==> config.mk <==
export PLATFORM = sky130hd
export DESIGN_NAME = led_palette_gradient_pixel
export DESIGN_NICKNAME = d
export VERILOG_FILES = /design/src/sv/lpg_pkg.sv /design/src/sv/lpg_param_res.sv /design/src/sv/led_palette_gradient_pixel.sv
export SDC_FILE = /design/constraint.sdc
export NUM_CORES = 2
export LEC_CHECK = 0
export BUFFER_PORTS_ARGS = -buffer_cell sky130_fd_sc_hd__buf_2
export CAP_MARGIN = 20
export CORE_MARGIN = 2
export CORE_UTILIZATION = 55
export DETAILED_ROUTE_END_ITERATION = 8
export GPL_TIMING_DRIVEN = 1
export PLACE_DENSITY_LB_ADDON = 0.2
export SLEW_MARGIN = 20
export SYNTH_ARGS = -nofsm -noshare
export SYNTH_HDL_FRONTEND = slang
export SYNTH_HIERARCHICAL = 1
export SYNTH_SLANG_ARGS = --single-unit
==> constraint.sdc <==
create_clock -name i_clk -period 7 [get_ports i_clk]
set_clock_uncertainty 0.15 [all_clocks]
set_input_delay 0.35 -clock i_clk [delete_from_list [all_inputs] [get_ports i_clk]]
set_output_delay 0.35 -clock i_clk [all_outputs]
set_load 0.03 [all_outputs]
==> src/sv/lpg_pkg.sv <==
// Shared types and constants for the LED palette gradient pixel block.
`default_nettype none

package lpg_pkg;

    // Number of LEDs on the strip when the top level is not told otherwise.
    localparam int LED_COUNT_DEF = 31;

    // Payload widths of the stream channels.
    localparam int IN_TDATA_W  = 40;
    localparam int OUT_TDATA_W = 32;

    // Configuration port widths.
    localparam int CFG_INDEX_W = 3;
    localparam int CFG_DATA_W  = 31;

    // Largest legal animation phase.
    localparam logic [10:0] PHASE_MAX = 11'd1535;

    // Register indexes on the configuration port.
    typedef enum logic [CFG_INDEX_W-1:0] {
        CFG_MODE  = 3'd0,
        CFG_PARAM = 3'd1,
        CFG_PAL0  = 3'd2,
        CFG_PAL1  = 3'd3,
        CFG_PAL2  = 3'd4,
        CFG_PAL3  = 3'd5,
        CFG_PAL4  = 3'd6,
        CFG_PAL5  = 3'd7
    } t_cfg_reg;

    // Effect modes. Codes six and seven behave as MODE_ALL.
    typedef enum logic [2:0] {
        MODE_ALL        = 3'd0,
        MODE_RADIAL     = 3'd1,
        MODE_CLOCK      = 3'd2,
        MODE_RADIAL_MIX = 3'd3,
        MODE_SPIRAL     = 3'd4,
        MODE_TREE       = 3'd5
    } t_mode;

    // Reset values of the configuration registers.
    localparam logic [2:0]  MODE_RST  = 3'd2;
    localparam logic [30:0] PARAM_RST = 31'd11;
    localparam logic [23:0] PAL_RST [6] = '{
        24'h0000FF, 24'h2BFFFF, 24'h55FFFF, 24'h80FFFF, 24'hABFFFF, 24'hD4FFFF
    };

    // Clock-mode override values derived from the effect parameter.
    typedef struct packed {
        logic [2:0] bright;   // (param / 7) mod 5
        logic [1:0] sat_div;  // (param / 11) mod 3
    } t_clk_ovr;

endpackage

`default_nettype wire

==> src/sv/lpg_param_res.sv <==
// Residue pipeline that derives the clock-mode override values from the effect parameter.
`default_nettype none

module lpg_param_res
    import lpg_pkg::*;
(
    input  wire logic        i_clk,
    input  wire logic [30:0] i_param,
    output t_clk_ovr         o_ovr
);

    // First step: digit sums. 8 = 1 mod 7, 16 = 1 mod 5, 1024 = 1 mod 33.
    logic [6:0]  n_s7;
    logic [6:0]  n_s5;
    logic [11:0] n_s33;
    logic [6:0]  r_s7;
    logic [6:0]  r_s5;
    logic [11:0] r_s33;

    always_comb begin
        logic [32:0] v_oct;
        logic [31:0] v_hex;
        logic [39:0] v_k;
        v_oct = {2'b00, i_param};
        v_hex = {1'b0, i_param};
        v_k   = {9'd0, i_param};
        n_s7  = '0;
        n_s5  = '0;
        n_s33 = '0;
        for (int i = 0; i < 11; i++) begin
            n_s7 = n_s7 + 7'(v_oct[3*i +: 3]);
        end
        for (int i = 0; i < 8; i++) begin
            n_s5 = n_s5 + 7'(v_hex[4*i +: 4]);
        end
        for (int i = 0; i < 4; i++) begin
            n_s33 = n_s33 + 12'(v_k[10*i +: 10]);
        end
    end

    // Second step: fold the sums down to small residues.
    logic [2:0]  n_m7;
    logic [2:0]  n_m5;
    logic [10:0] n_m33;
    logic [2:0]  r_m7;
    logic [2:0]  r_m5;
    logic [10:0] r_m33;

    always_comb begin
        logic [3:0] v_t7;
        logic [4:0] v_t5;
        v_t7 = 4'(r_s7[6]) + 4'(r_s7[5:3]) + 4'(r_s7[2:0]);
        if (v_t7 >= 4'd14) begin
            v_t7 = v_t7 - 4'd14;
        end else if (v_t7 >= 4'd7) begin
            v_t7 = v_t7 - 4'd7;
        end
        n_m7 = v_t7[2:0];
        v_t5 = 5'(r_s5[6:4]) + 5'(r_s5[3:0]);
        if (v_t5 >= 5'd20) begin
            v_t5 = v_t5 - 5'd20;
        end else if (v_t5 >= 5'd15) begin
            v_t5 = v_t5 - 5'd15;
        end else if (v_t5 >= 5'd10) begin
            v_t5 = v_t5 - 5'd10;
        end else if (v_t5 >= 5'd5) begin
            v_t5 = v_t5 - 5'd5;
        end
        n_m5  = v_t5[2:0];
        n_m33 = 11'(r_s33[9:0]) + 11'(r_s33[11:10]);
    end

    // Third step: rebuild param mod 35 from its residues mod 7 and mod 5, and
    // finish param mod 33 using 32 = -1 mod 33.
    t_clk_ovr n_ovr;
    t_clk_ovr r_ovr;

    always_comb begin
        logic [7:0] v_r35;
        logic [6:0] v_r33;
        v_r35 = 8'(8'(r_m7) * 8'd15) + 8'(8'(r_m5) * 8'd21);
        if (v_r35 >= 8'd140) begin
            v_r35 = v_r35 - 8'd140;
        end else if (v_r35 >= 8'd105) begin
            v_r35 = v_r35 - 8'd105;
        end else if (v_r35 >= 8'd70) begin
            v_r35 = v_r35 - 8'd70;
        end else if (v_r35 >= 8'd35) begin
            v_r35 = v_r35 - 8'd35;
        end
        if (v_r35 >= 8'd28) begin
            n_ovr.bright = 3'd4;
        end else if (v_r35 >= 8'd21) begin
            n_ovr.bright = 3'd3;
        end else if (v_r35 >= 8'd14) begin
            n_ovr.bright = 3'd2;
        end else if (v_r35 >= 8'd7) begin
            n_ovr.bright = 3'd1;
        end else begin
            n_ovr.bright = 3'd0;
        end
        v_r33 = 7'(r_m33[4:0]) + 7'd33 - 7'(r_m33[10:5]);
        if (v_r33 >= 7'd33) begin
            v_r33 = v_r33 - 7'd33;
        end
        if (v_r33 >= 7'd22) begin
            n_ovr.sat_div = 2'd2;
        end else if (v_r33 >= 7'd11) begin
            n_ovr.sat_div = 2'd1;
        end else begin
            n_ovr.sat_div = 2'd0;
        end
    end

    always_ff @(posedge i_clk) begin
        r_s7  <= n_s7;
        r_s5  <= n_s5;
        r_s33 <= n_s33;
        r_m7  <= n_m7;
        r_m5  <= n_m5;
        r_m33 <= n_m33;
        r_ovr <= n_ovr;
    end

    assign o_ovr = r_ovr;

endmodule

`default_nettype wire

==> src/sv/led_palette_gradient_pixel.sv <==
// Top level of the LED palette gradient pixel block: key, blend and output pipeline.
//
// The block turns one LED description per beat into one HSV colour per beat.
// Input beats arrive on the i_s_axis channel (index, radius, angle, branch and
// animation phase); result beats leave on the o_m_axis channel (index echo, hue,
// saturation, brightness). The effect mode, effect parameter and six palette
// entries are written through a separate configuration channel that is always
// ready; writes are meant to happen while no beat is in flight.
// The datapath is four register stages: position key and phase sum, palette
// segment select and differences, the three 8x8 products, and the divide by 255
// with the clock-mode override into the output register. One beat is taken per
// cycle for as long as the receiver keeps up.
// Each stage has its own valid bit and only holds when the stage after it is
// full and cannot move, so bubbles are squeezed out and a stalled receiver
// backs the pipeline up one stage at a time without losing or repeating a beat.
// A side pipeline of three registers reduces the effect parameter to the clock
// override values.
// Synchronous reset empties all stages and loads the documented register defaults.
`default_nettype none

module led_palette_gradient_pixel
    import lpg_pkg::*;
#(
    parameter int LED_COUNT = LED_COUNT_DEF
) (
    input  wire logic                   i_clk,
    input  wire logic                   i_rst_n,
    // Input beat fields, low bit first: led_index[4:0], radius[12:5],
    // angle[20:13], branch[28:21], phase[39:29].
    input  wire logic                   i_s_axis_tvalid,
    output logic                        o_s_axis_tready,
    input  wire logic [IN_TDATA_W-1:0]  i_s_axis_tdata,
    // Result beat fields, low bit first: led_out_index[4:0], hue[12:5],
    // saturation[20:13], brightness[28:21], zeros[31:29].
    output logic                        o_m_axis_tvalid,
    input  wire logic                   i_m_axis_tready,
    output logic [OUT_TDATA_W-1:0]      o_m_axis_tdata,
    // Configuration writes.
    input  wire logic                   i_cfg_valid,
    output logic                        o_cfg_ready,
    input  wire logic [CFG_INDEX_W-1:0] i_cfg_index,
    input  wire logic [CFG_DATA_W-1:0]  i_cfg_data
);

    localparam int KW = $clog2(LED_COUNT + 1);

    // ------------------------------------------------------------------
    // Configuration registers.
    // ------------------------------------------------------------------
    logic [2:0]  r_effect_mode;
    logic [30:0] r_effect_param;
    logic [23:0] r_palette [6];

    assign o_cfg_ready = 1'b1;

    always_ff @(posedge i_clk) begin
        if (!i_rst_n) begin
            r_effect_mode  <= MODE_RST;
            r_effect_param <= PARAM_RST;
            for (int i = 0; i < 6; i++) begin
                r_palette[i] <= PAL_RST[i];
            end
        end else if (i_cfg_valid && o_cfg_ready) begin
            case (t_cfg_reg'(i_cfg_index))
                CFG_MODE:  r_effect_mode  <= i_cfg_data[2:0];
                CFG_PARAM: r_effect_param <= i_cfg_data[30:0];
                CFG_PAL0:  r_palette[0]   <= i_cfg_data[23:0];
                CFG_PAL1:  r_palette[1]   <= i_cfg_data[23:0];
                CFG_PAL2:  r_palette[2]   <= i_cfg_data[23:0];
                CFG_PAL3:  r_palette[3]   <= i_cfg_data[23:0];
                CFG_PAL4:  r_palette[4]   <= i_cfg_data[23:0];
                CFG_PAL5:  r_palette[5]   <= i_cfg_data[23:0];
                default:   r_effect_mode  <= r_effect_mode;
            endcase
        end
    end

    // Clock override values, derived from the parameter by a side pipeline.
    t_clk_ovr w_ovr;

    lpg_param_res u_param_res (
        .i_clk   (i_clk),
        .i_param (r_effect_param),
        .o_ovr   (w_ovr)
    );

    // ------------------------------------------------------------------
    // Stage handshakes: each stage moves when the next one has room.
    // ------------------------------------------------------------------
    logic r1_valid;
    logic r2_valid;
    logic r3_valid;
    logic r_out_valid;
    logic w_en1;
    logic w_en2;
    logic w_en3;
    logic w_en4;

    assign w_en4           = !r_out_valid || i_m_axis_tready;
    assign w_en3           = !r3_valid || w_en4;
    assign w_en2           = !r2_valid || w_en3;
    assign w_en1           = !r1_valid || w_en2;
    assign o_s_axis_tready = w_en1;
    assign o_m_axis_tvalid = r_out_valid;

    always_ff @(posedge i_clk) begin
        if (!i_rst_n) begin
            r1_valid    <= 1'b0;
            r2_valid    <= 1'b0;
            r3_valid    <= 1'b0;
            r_out_valid <= 1'b0;
        end else begin
            if (w_en1) begin
                r1_valid <= i_s_axis_tvalid;
            end
            if (w_en2) begin
                r2_valid <= r1_valid;
            end
            if (w_en3) begin
                r3_valid <= r2_valid;
            end
            if (w_en4) begin
                r_out_valid <= r3_valid;
            end
        end
    end

    // ------------------------------------------------------------------
    // Stage 1: position key and phase sum.
    // ------------------------------------------------------------------
    logic [4:0]  w_idx;
    logic [7:0]  w_rad;
    logic [7:0]  w_ang;
    logic [7:0]  w_br;
    logic [10:0] w_phase;

    assign w_idx   = i_s_axis_tdata[4:0];
    assign w_rad   = i_s_axis_tdata[12:5];
    assign w_ang   = i_s_axis_tdata[20:13];
    assign w_br    = i_s_axis_tdata[28:21];
    assign w_phase = i_s_axis_tdata[39:29];

    // Key table for the all mode: k * 1536 / LED_COUNT for every reachable k.
    logic [10:0] w_all_key [LED_COUNT+1];

    for (genvar g = 0; g <= LED_COUNT; g++) begin : g_all_key
        assign w_all_key[g] = 11'((g * 1536) / LED_COUNT);
    end

    logic [12:0] n1_sum;
    logic        n1_ovr;

    always_comb begin
        logic [10:0] v_ph_sat;
        logic [10:0] v_ph;
        logic        v_mir;
        logic        v_low_br;
        logic        v_mix_odd;
        logic [7:0]  v_k;
        logic [18:0] v_rprod;
        logic [10:0] v_key;
        logic [7:0]  v_ki;

        v_ph_sat = (w_phase > PHASE_MAX) ? PHASE_MAX : w_phase;
        v_ph     = r_effect_param[0] ? (PHASE_MAX - v_ph_sat) : v_ph_sat;
        v_mir    = r_effect_param[1];
        v_low_br = (w_br < 8'd30);
        // (angle + 20) / 43 is odd exactly in these three angle bands.
        v_mix_odd = (w_ang >= 8'd23  && w_ang < 8'd66)
                 || (w_ang >= 8'd109 && w_ang < 8'd152)
                 || (w_ang >= 8'd195 && w_ang < 8'd238);

        v_k     = '0;
        v_rprod = '0;
        v_key   = '0;
        v_ki    = '0;
        n1_sum  = '0;
        n1_ovr  = 1'b0;

        case (t_mode'(r_effect_mode))
            MODE_RADIAL: begin
                v_k     = v_mir ? ~w_rad : w_rad;
                v_rprod = 19'(v_k) * 19'd1380;
                n1_sum  = 13'(v_ph) + 13'(v_rprod[18:8]);
            end
            MODE_CLOCK: begin
                v_k = w_ang;
                if (r_effect_param[3] && v_low_br) begin
                    v_k = ~v_k;
                end
                if (v_mir) begin
                    v_k = ~v_k;
                end
                n1_sum = 13'(v_ph) + 13'(11'(v_k) * 11'd6);
                n1_ovr = r_effect_param[2] && v_low_br;
            end
            MODE_RADIAL_MIX: begin
                v_k     = v_mix_odd ? ~w_rad : w_rad;
                v_rprod = 19'(v_k) * 19'd1380;
                n1_sum  = 13'({v_ph, 1'b0}) + 13'(v_rprod[18:8]);
            end
            MODE_SPIRAL: begin
                v_k = w_ang + 8'(w_rad[7:2]);
                if (v_mir) begin
                    v_k = ~v_k;
                end
                n1_sum = 13'(v_ph) + 13'(11'(v_k) * 11'd6);
            end
            MODE_TREE: begin
                v_k    = v_mir ? ~w_br : w_br;
                n1_sum = 13'(v_ph) + 13'(11'(v_k) * 11'd6);
            end
            default: begin
                // Out-of-range indexes are clamped to the last LED.
                v_ki = ({3'b000, w_idx} > 8'(LED_COUNT - 1)) ? 8'(LED_COUNT - 1)
                                                              : {3'b000, w_idx};
                if (v_mir) begin
                    v_ki = 8'(LED_COUNT) - v_ki;
                end
                v_key  = w_all_key[v_ki[KW-1:0]];
                n1_sum = 13'(v_ph) + 13'(v_key);
            end
        endcase
    end

    logic [4:0]  r1_idx;
    logic [12:0] r1_sum;
    logic        r1_ovr;

    always_ff @(posedge i_clk) begin
        if (w_en1) begin
            r1_idx <= w_idx;
            r1_sum <= n1_sum;
            r1_ovr <= n1_ovr;
        end
    end

    // ------------------------------------------------------------------
    // Stage 2: palette segment, fraction, and the per-channel differences.
    // ------------------------------------------------------------------
    logic [2:0]  w_seg;
    logic [23:0] w_c1;
    logic [23:0] w_c2;

    always_comb begin
        logic [4:0] v_s;
        v_s = r1_sum[12:8];
        if (v_s >= 5'd12) begin
            v_s = v_s - 5'd12;
        end
        if (v_s >= 5'd6) begin
            v_s = v_s - 5'd6;
        end
        w_seg = v_s[2:0];
    end

    always_comb begin
        case (w_seg)
            3'd1: begin
                w_c1 = r_palette[1];
                w_c2 = r_palette[2];
            end
            3'd2: begin
                w_c1 = r_palette[2];
                w_c2 = r_palette[3];
            end
            3'd3: begin
                w_c1 = r_palette[3];
                w_c2 = r_palette[4];
            end
            3'd4: begin
                w_c1 = r_palette[4];
                w_c2 = r_palette[5];
            end
            3'd5: begin
                w_c1 = r_palette[5];
                w_c2 = r_palette[0];
            end
            default: begin
                w_c1 = r_palette[0];
                w_c2 = r_palette[1];
            end
        endcase
    end

    // Channel 2 is hue, 1 is saturation, 0 is value, matching the packing.
    logic [7:0] n2_base [3];
    logic [7:0] n2_mag  [3];
    logic       n2_neg  [3];

    always_comb begin
        logic [7:0] v_d;
        // Hue takes the shorter way around the colour wheel.
        v_d        = w_c2[23:16] - w_c1[23:16];
        n2_base[2] = w_c1[23:16];
        n2_neg[2]  = v_d[7];
        n2_mag[2]  = v_d[7] ? (~v_d + 8'd1) : v_d;
        for (int c = 0; c < 2; c++) begin
            n2_base[c] = w_c1[8*c +: 8];
            n2_neg[c]  = !(w_c2[8*c +: 8] > w_c1[8*c +: 8]);
            n2_mag[c]  = n2_neg[c] ? (w_c1[8*c +: 8] - w_c2[8*c +: 8])
                                   : (w_c2[8*c +: 8] - w_c1[8*c +: 8]);
        end
    end

    logic [4:0] r2_idx;
    logic       r2_ovr;
    logic [7:0] r2_frac;
    logic [7:0] r2_base [3];
    logic [7:0] r2_mag  [3];
    logic       r2_neg  [3];

    always_ff @(posedge i_clk) begin
        if (w_en2) begin
            r2_idx  <= r1_idx;
            r2_ovr  <= r1_ovr;
            r2_frac <= r1_sum[7:0];
            for (int c = 0; c < 3; c++) begin
                r2_base[c] <= n2_base[c];
                r2_mag[c]  <= n2_mag[c];
                r2_neg[c]  <= n2_neg[c];
            end
        end
    end

    // ------------------------------------------------------------------
    // Stage 3: difference times fraction, one 8x8 product per channel.
    // ------------------------------------------------------------------
    logic [4:0]  r3_idx;
    logic        r3_ovr;
    logic [7:0]  r3_base [3];
    logic        r3_neg  [3];
    logic [15:0] r3_prod [3];

    always_ff @(posedge i_clk) begin
        if (w_en3) begin
            r3_idx <= r2_idx;
            r3_ovr <= r2_ovr;
            for (int c = 0; c < 3; c++) begin
                r3_base[c] <= r2_base[c];
                r3_neg[c]  <= r2_neg[c];
                r3_prod[c] <= 16'(r2_mag[c]) * 16'(r2_frac);
            end
        end
    end

    // ------------------------------------------------------------------
    // Stage 4: truncating divide by 255, step from the base, clock override.
    // ------------------------------------------------------------------
    logic [7:0] w_res [3];

    always_comb begin
        logic [16:0] v_q;
        for (int c = 0; c < 3; c++) begin
            // floor(x / 255) = (x + (x >> 8) + 1) >> 8 for every product here.
            v_q      = 17'(r3_prod[c]) + 17'(r3_prod[c][15:8]) + 17'd1;
            w_res[c] = r3_neg[c] ? (r3_base[c] - v_q[15:8]) : (r3_base[c] + v_q[15:8]);
        end
    end

    logic [7:0] n_out_sat;
    logic [7:0] n_out_val;

    always_comb begin
        n_out_sat = w_res[1];
        n_out_val = w_res[0];
        if (r3_ovr) begin
            n_out_val = 8'(w_ovr.bright);
            // A divisor of zero or one leaves saturation as it is.
            if (w_ovr.sat_div == 2'd2) begin
                n_out_sat = {1'b0, w_res[1][7:1]};
            end
        end
    end

    logic [OUT_TDATA_W-1:0] r_out_data;

    always_ff @(posedge i_clk) begin
        if (w_en4) begin
            r_out_data <= {3'b000, n_out_val, n_out_sat, w_res[2], r3_idx};
        end
    end

    assign o_m_axis_tdata = r_out_data;

endmodule

`default_nettype wire

==> results.md <==
* result of the run: finished, final reports clean
* vias per cell: 5.70
* slowest stage delay, CP: 680 ps
* number of gates resized after cts: 0
* sequential share of the synthesized area: 0.320
* antenna viol nets, final: 0
* Chip Height: 264 µm
* end of the worst register-to-register path: r2_mag[0][5]
* number of hold-slack violations in the final timing report: 0
* weighted congestion reported at the end of routability-driven placement: 0.891
* endpoint arrival time on the critical path: 6680 ps
* setup bufs post-CTS: 0
* width of the die: 264 µm
* vias in the first global route: 27300
* final standard cell utilization of the core: 0.609
* required time worst endpoint: 7200 ps
* number of max-slew violations in the final report: 0
* HPWL after detailed placement: 64.2 mm
* biggest area consumer among synthesized cells: edfxtp_1
* area of the core: 0.0670 mm²
* Achievable Freq: 0.155 GHz
* global-route usage over all layers: 0.251
* critical path startpoint category: flop
* TritonCTS clock tree: yes
* clock root buffer master: clkbuf_16
* most frequently used flop master after synthesis: edfxtp_1
* final clock period utilization by the worst path: 0.924
* drt drc: 0
* final worst path period need: 6470 ps
* clock-pin slew reported for the worst setup and hold paths after clock tree synthesis: 60 ps
* HP Start: i_cfg_index[1]
* Clk Latency, worst-skew pair: 600 ps
* CP Max Fanout: 21
* cell repeated most along the worst path: a21oi_1
* Critical Path Start: r1_sum[10]
* final wirelength: 87.1 mm
* capturing element type of the critical path: flop
* routed length per placed instance: 17.9 µm
* maximum number of pins on one net before global-route repair: 82
* final-layout fill cell count: 5690
* buffers from clock root to sink, at most: 3
* commonest cells in the synthesized netlist: 418 x ha_1, 411 x inv_1, 338 x edfxtp_1
* layout overhead on the synthesized area: 9.87%
* net total in the final layout: 4660
* max-capacitance violation count: 0
* count of cells along the worst register-to-register path: 24
* Worst Hold Depth: 3
* total vias in the final route: 27700
* Row Count: 95
* count of input and output buffers: 109
* combined area of all synthesized cells: 0.0372 mm²
* final-report setup violation count: 0
* total global routing overflow: 0
* violation count after the first detailed-route iteration: 1834
* count of flip-flops with a built-in enable after synthesis: 338
* clock buffer count from CTS: 47
* cell-by-cell listing of the critical path: or3b_1, nand2_1, ha_1, o311a_1, nor4_4, xnor2_4, a211oi_1, a21oi_4, buf_12, o22ai_1, a21oi_1, inv_1, ha_1, fa_1, o21bai_1, a21oi_1, o21ai_0, o22ai_1, buf_4, mux2_2, a21oi_1, o21ai_0, a31oi_1, xnor2_1
* most common cell in the synthesized netlist: ha_1
* async set or reset register ratio after synthesis: 0
* Rel. slew slack: 0.263
* drt pass-1 iters: 5
* clk sinks: 424
* reg-to-reg setup timing slack: 530 ps
* CP max-delay cell: a21oi_4
* worst min path class: input pin to flop
* Yosys warnings: 6
* setup repair after global routing missed its margin: false
* worst slew pin tran: 1100 ps
* global-route wire length before repair: 142 mm
* fraction of synthesized cell area taken by the top area cell type: 0.273
* unique cell type count in the Yosys netlist: 96
* startpoint of the lowest-slack register-to-register path: r1_sum[10]
* area of the die: 0.0697 mm²
* number of storage elements in the synthesis netlist: 424
* number of ports placed on the die boundary: 114
* Total Neg Setup Slack: 0 ps
* largest cells by area after synthesis: edfxtp_1 27%, ha_1 14%, fa_1 11%
* number of buffers added to fix hold violations after cts: 38
* number of antenna violations at the first check in global routing: 10
* Worst Hold Path EP: r_effect_mode[1]
* CTS H-tree depth: 2
* worst setup path category: flop to flop
* starting density of the core: 0.554
* share of post-route cells with drive strength above 1: 0.0791
* number of instances in the synthesized netlist: 3856
* mean instance size in the synthesized netlist: 9.64 µm²
[worst max-delay path, delay by kind of cell (launching register included)]
| family | cells | cell delay (ps) |
|---|---|---|
| AOI/OAI and AO/OA | 12 | 2600 |
| buffers and inverters | 3 | 530 |
| and+or+nand+nor | 3 | 860 |
| adders and majority gates | 3 | 890 |
| muxes | 1 | 280 |
| DFF | 1 | 500 |
| xor gates and xnor gates | 2 | 420 |
[worst max path at each step]
stage | endpoint | slack (ps)
floorplan | r1_sum[11] | 380
global placement | r1_sum[10] | 400
detailed placement | r1_sum[10] | 270
CTS | r2_mag[0][5] | 620
global route | r2_mag[0][5] | 230
finish | r2_mag[0][5] | 530
[stage by stage]
| stage | hold WS, ps | instances | setup WS, ps | instance area (µm²) |
|---|---|---|---|---|
| after detailed placement | 255 | 4740 | 270 | 38800 |
| after CTS | 40.6 | 4866 | 622 | 40800 |
| after global routing | 61.3 | 4870 | 234 | 40800 |
| final | 64.4 | 4871 | 529 | 40800 |
| after global placement | 251 | 4740 | 396 | 38800 |
| after floorplan | 250 | 3858 | 381 | 37200 |
[sequential cells by signal, indices dropped and copies added (netlist names), 8 cells and up]
| signal | cells |
|---|---|
| r_palette | 144 |
| r3_prod | 48 |
| r_effect_param | 31 |
| o_m_axis_tdata | 29 |
| r2_base | 24 |
| r2_mag | 24 |
| r3_base | 24 |
| r1_sum | 13 |
| u_param_res/r_s33 | 12 |
| u_param_res/r_m33 | 11 |
| r2_frac | 8 |
[final cells by class]
cell class | count | area, µm² | share of cell area
multi-input cells | 2868 | 23300 | 0.570
well taps | 873 | 1090 | 0.0268
clock inverters | 28 | 323 | 0.00791
inverters | 412 | 1550 | 0.0379
clock buffers | 60 | 1300 | 0.0318
diodes | 3 | 7.51 | 0.000184
flip-flops and latches | 424 | 11900 | 0.291
repair buffers | 203 | 1410 | 0.0346
[metal layers]
metal	vias to the layer above	GRT usage	routed length [µm]
li1	13600	-	-
met1	13300	0.343	39400
met2	743	0.421	41100
met3	137	0.0357	4630
met4	12	0.0633	1900
met5	-	0	75
[cell usage in the layout, fill, tap and decap left out, types with 11 or more instances in the layout]
cell type,netlist,routed
or3_1,116,116
nand3_1,39,39
a22oi_1,32,32
buf_2,4,109
o221ai_1,23,23
and2_1,158,158
dlygate4sd3_1,0,38
clkbuf_16,0,48
fa_1,207,207
o21ai_0,187,181
buf_4,4,52
nor3_1,45,44
ha_1,418,418
nor2b_1,45,45
edfxtp_1,338,338
nand2b_1,25,24
o21bai_1,43,43
xor2_1,86,85
mux2i_1,40,40
and3_1,11,11
a21oi_1,211,210
xnor2_1,172,172
inv_1,411,410
o22a_1,16,16
o211ai_1,22,22
or2_2,16,16
mux2_2,15,15
a31oi_1,22,22
nand2_1,332,330
o22ai_1,38,38
dfxtp_1,86,85
a21o_1,61,61
nor2_1,221,221
o21a_1,46,46
a211oi_1,22,22
a21boi_0,43,43
[kinds of logic (layout without fill, tap and decap cells)]
group	Yosys count	in the layout	synth area share
DFF	424	424	0.320
AOI/OAI and AO/OA	854	854	0.149
and+or+nand+nor	1063	1063	0.142
other	2	7	0.000202
xor gates and xnor gates	262	262	0.0627
adders and majority gates	629	629	0.253
muxes	56	56	0.0156
buffers and inverters	566	703	0.0581
Power is not shown: default switching activity piles up to over one toggle a cycle in this logic, so the estimate is an artifact.
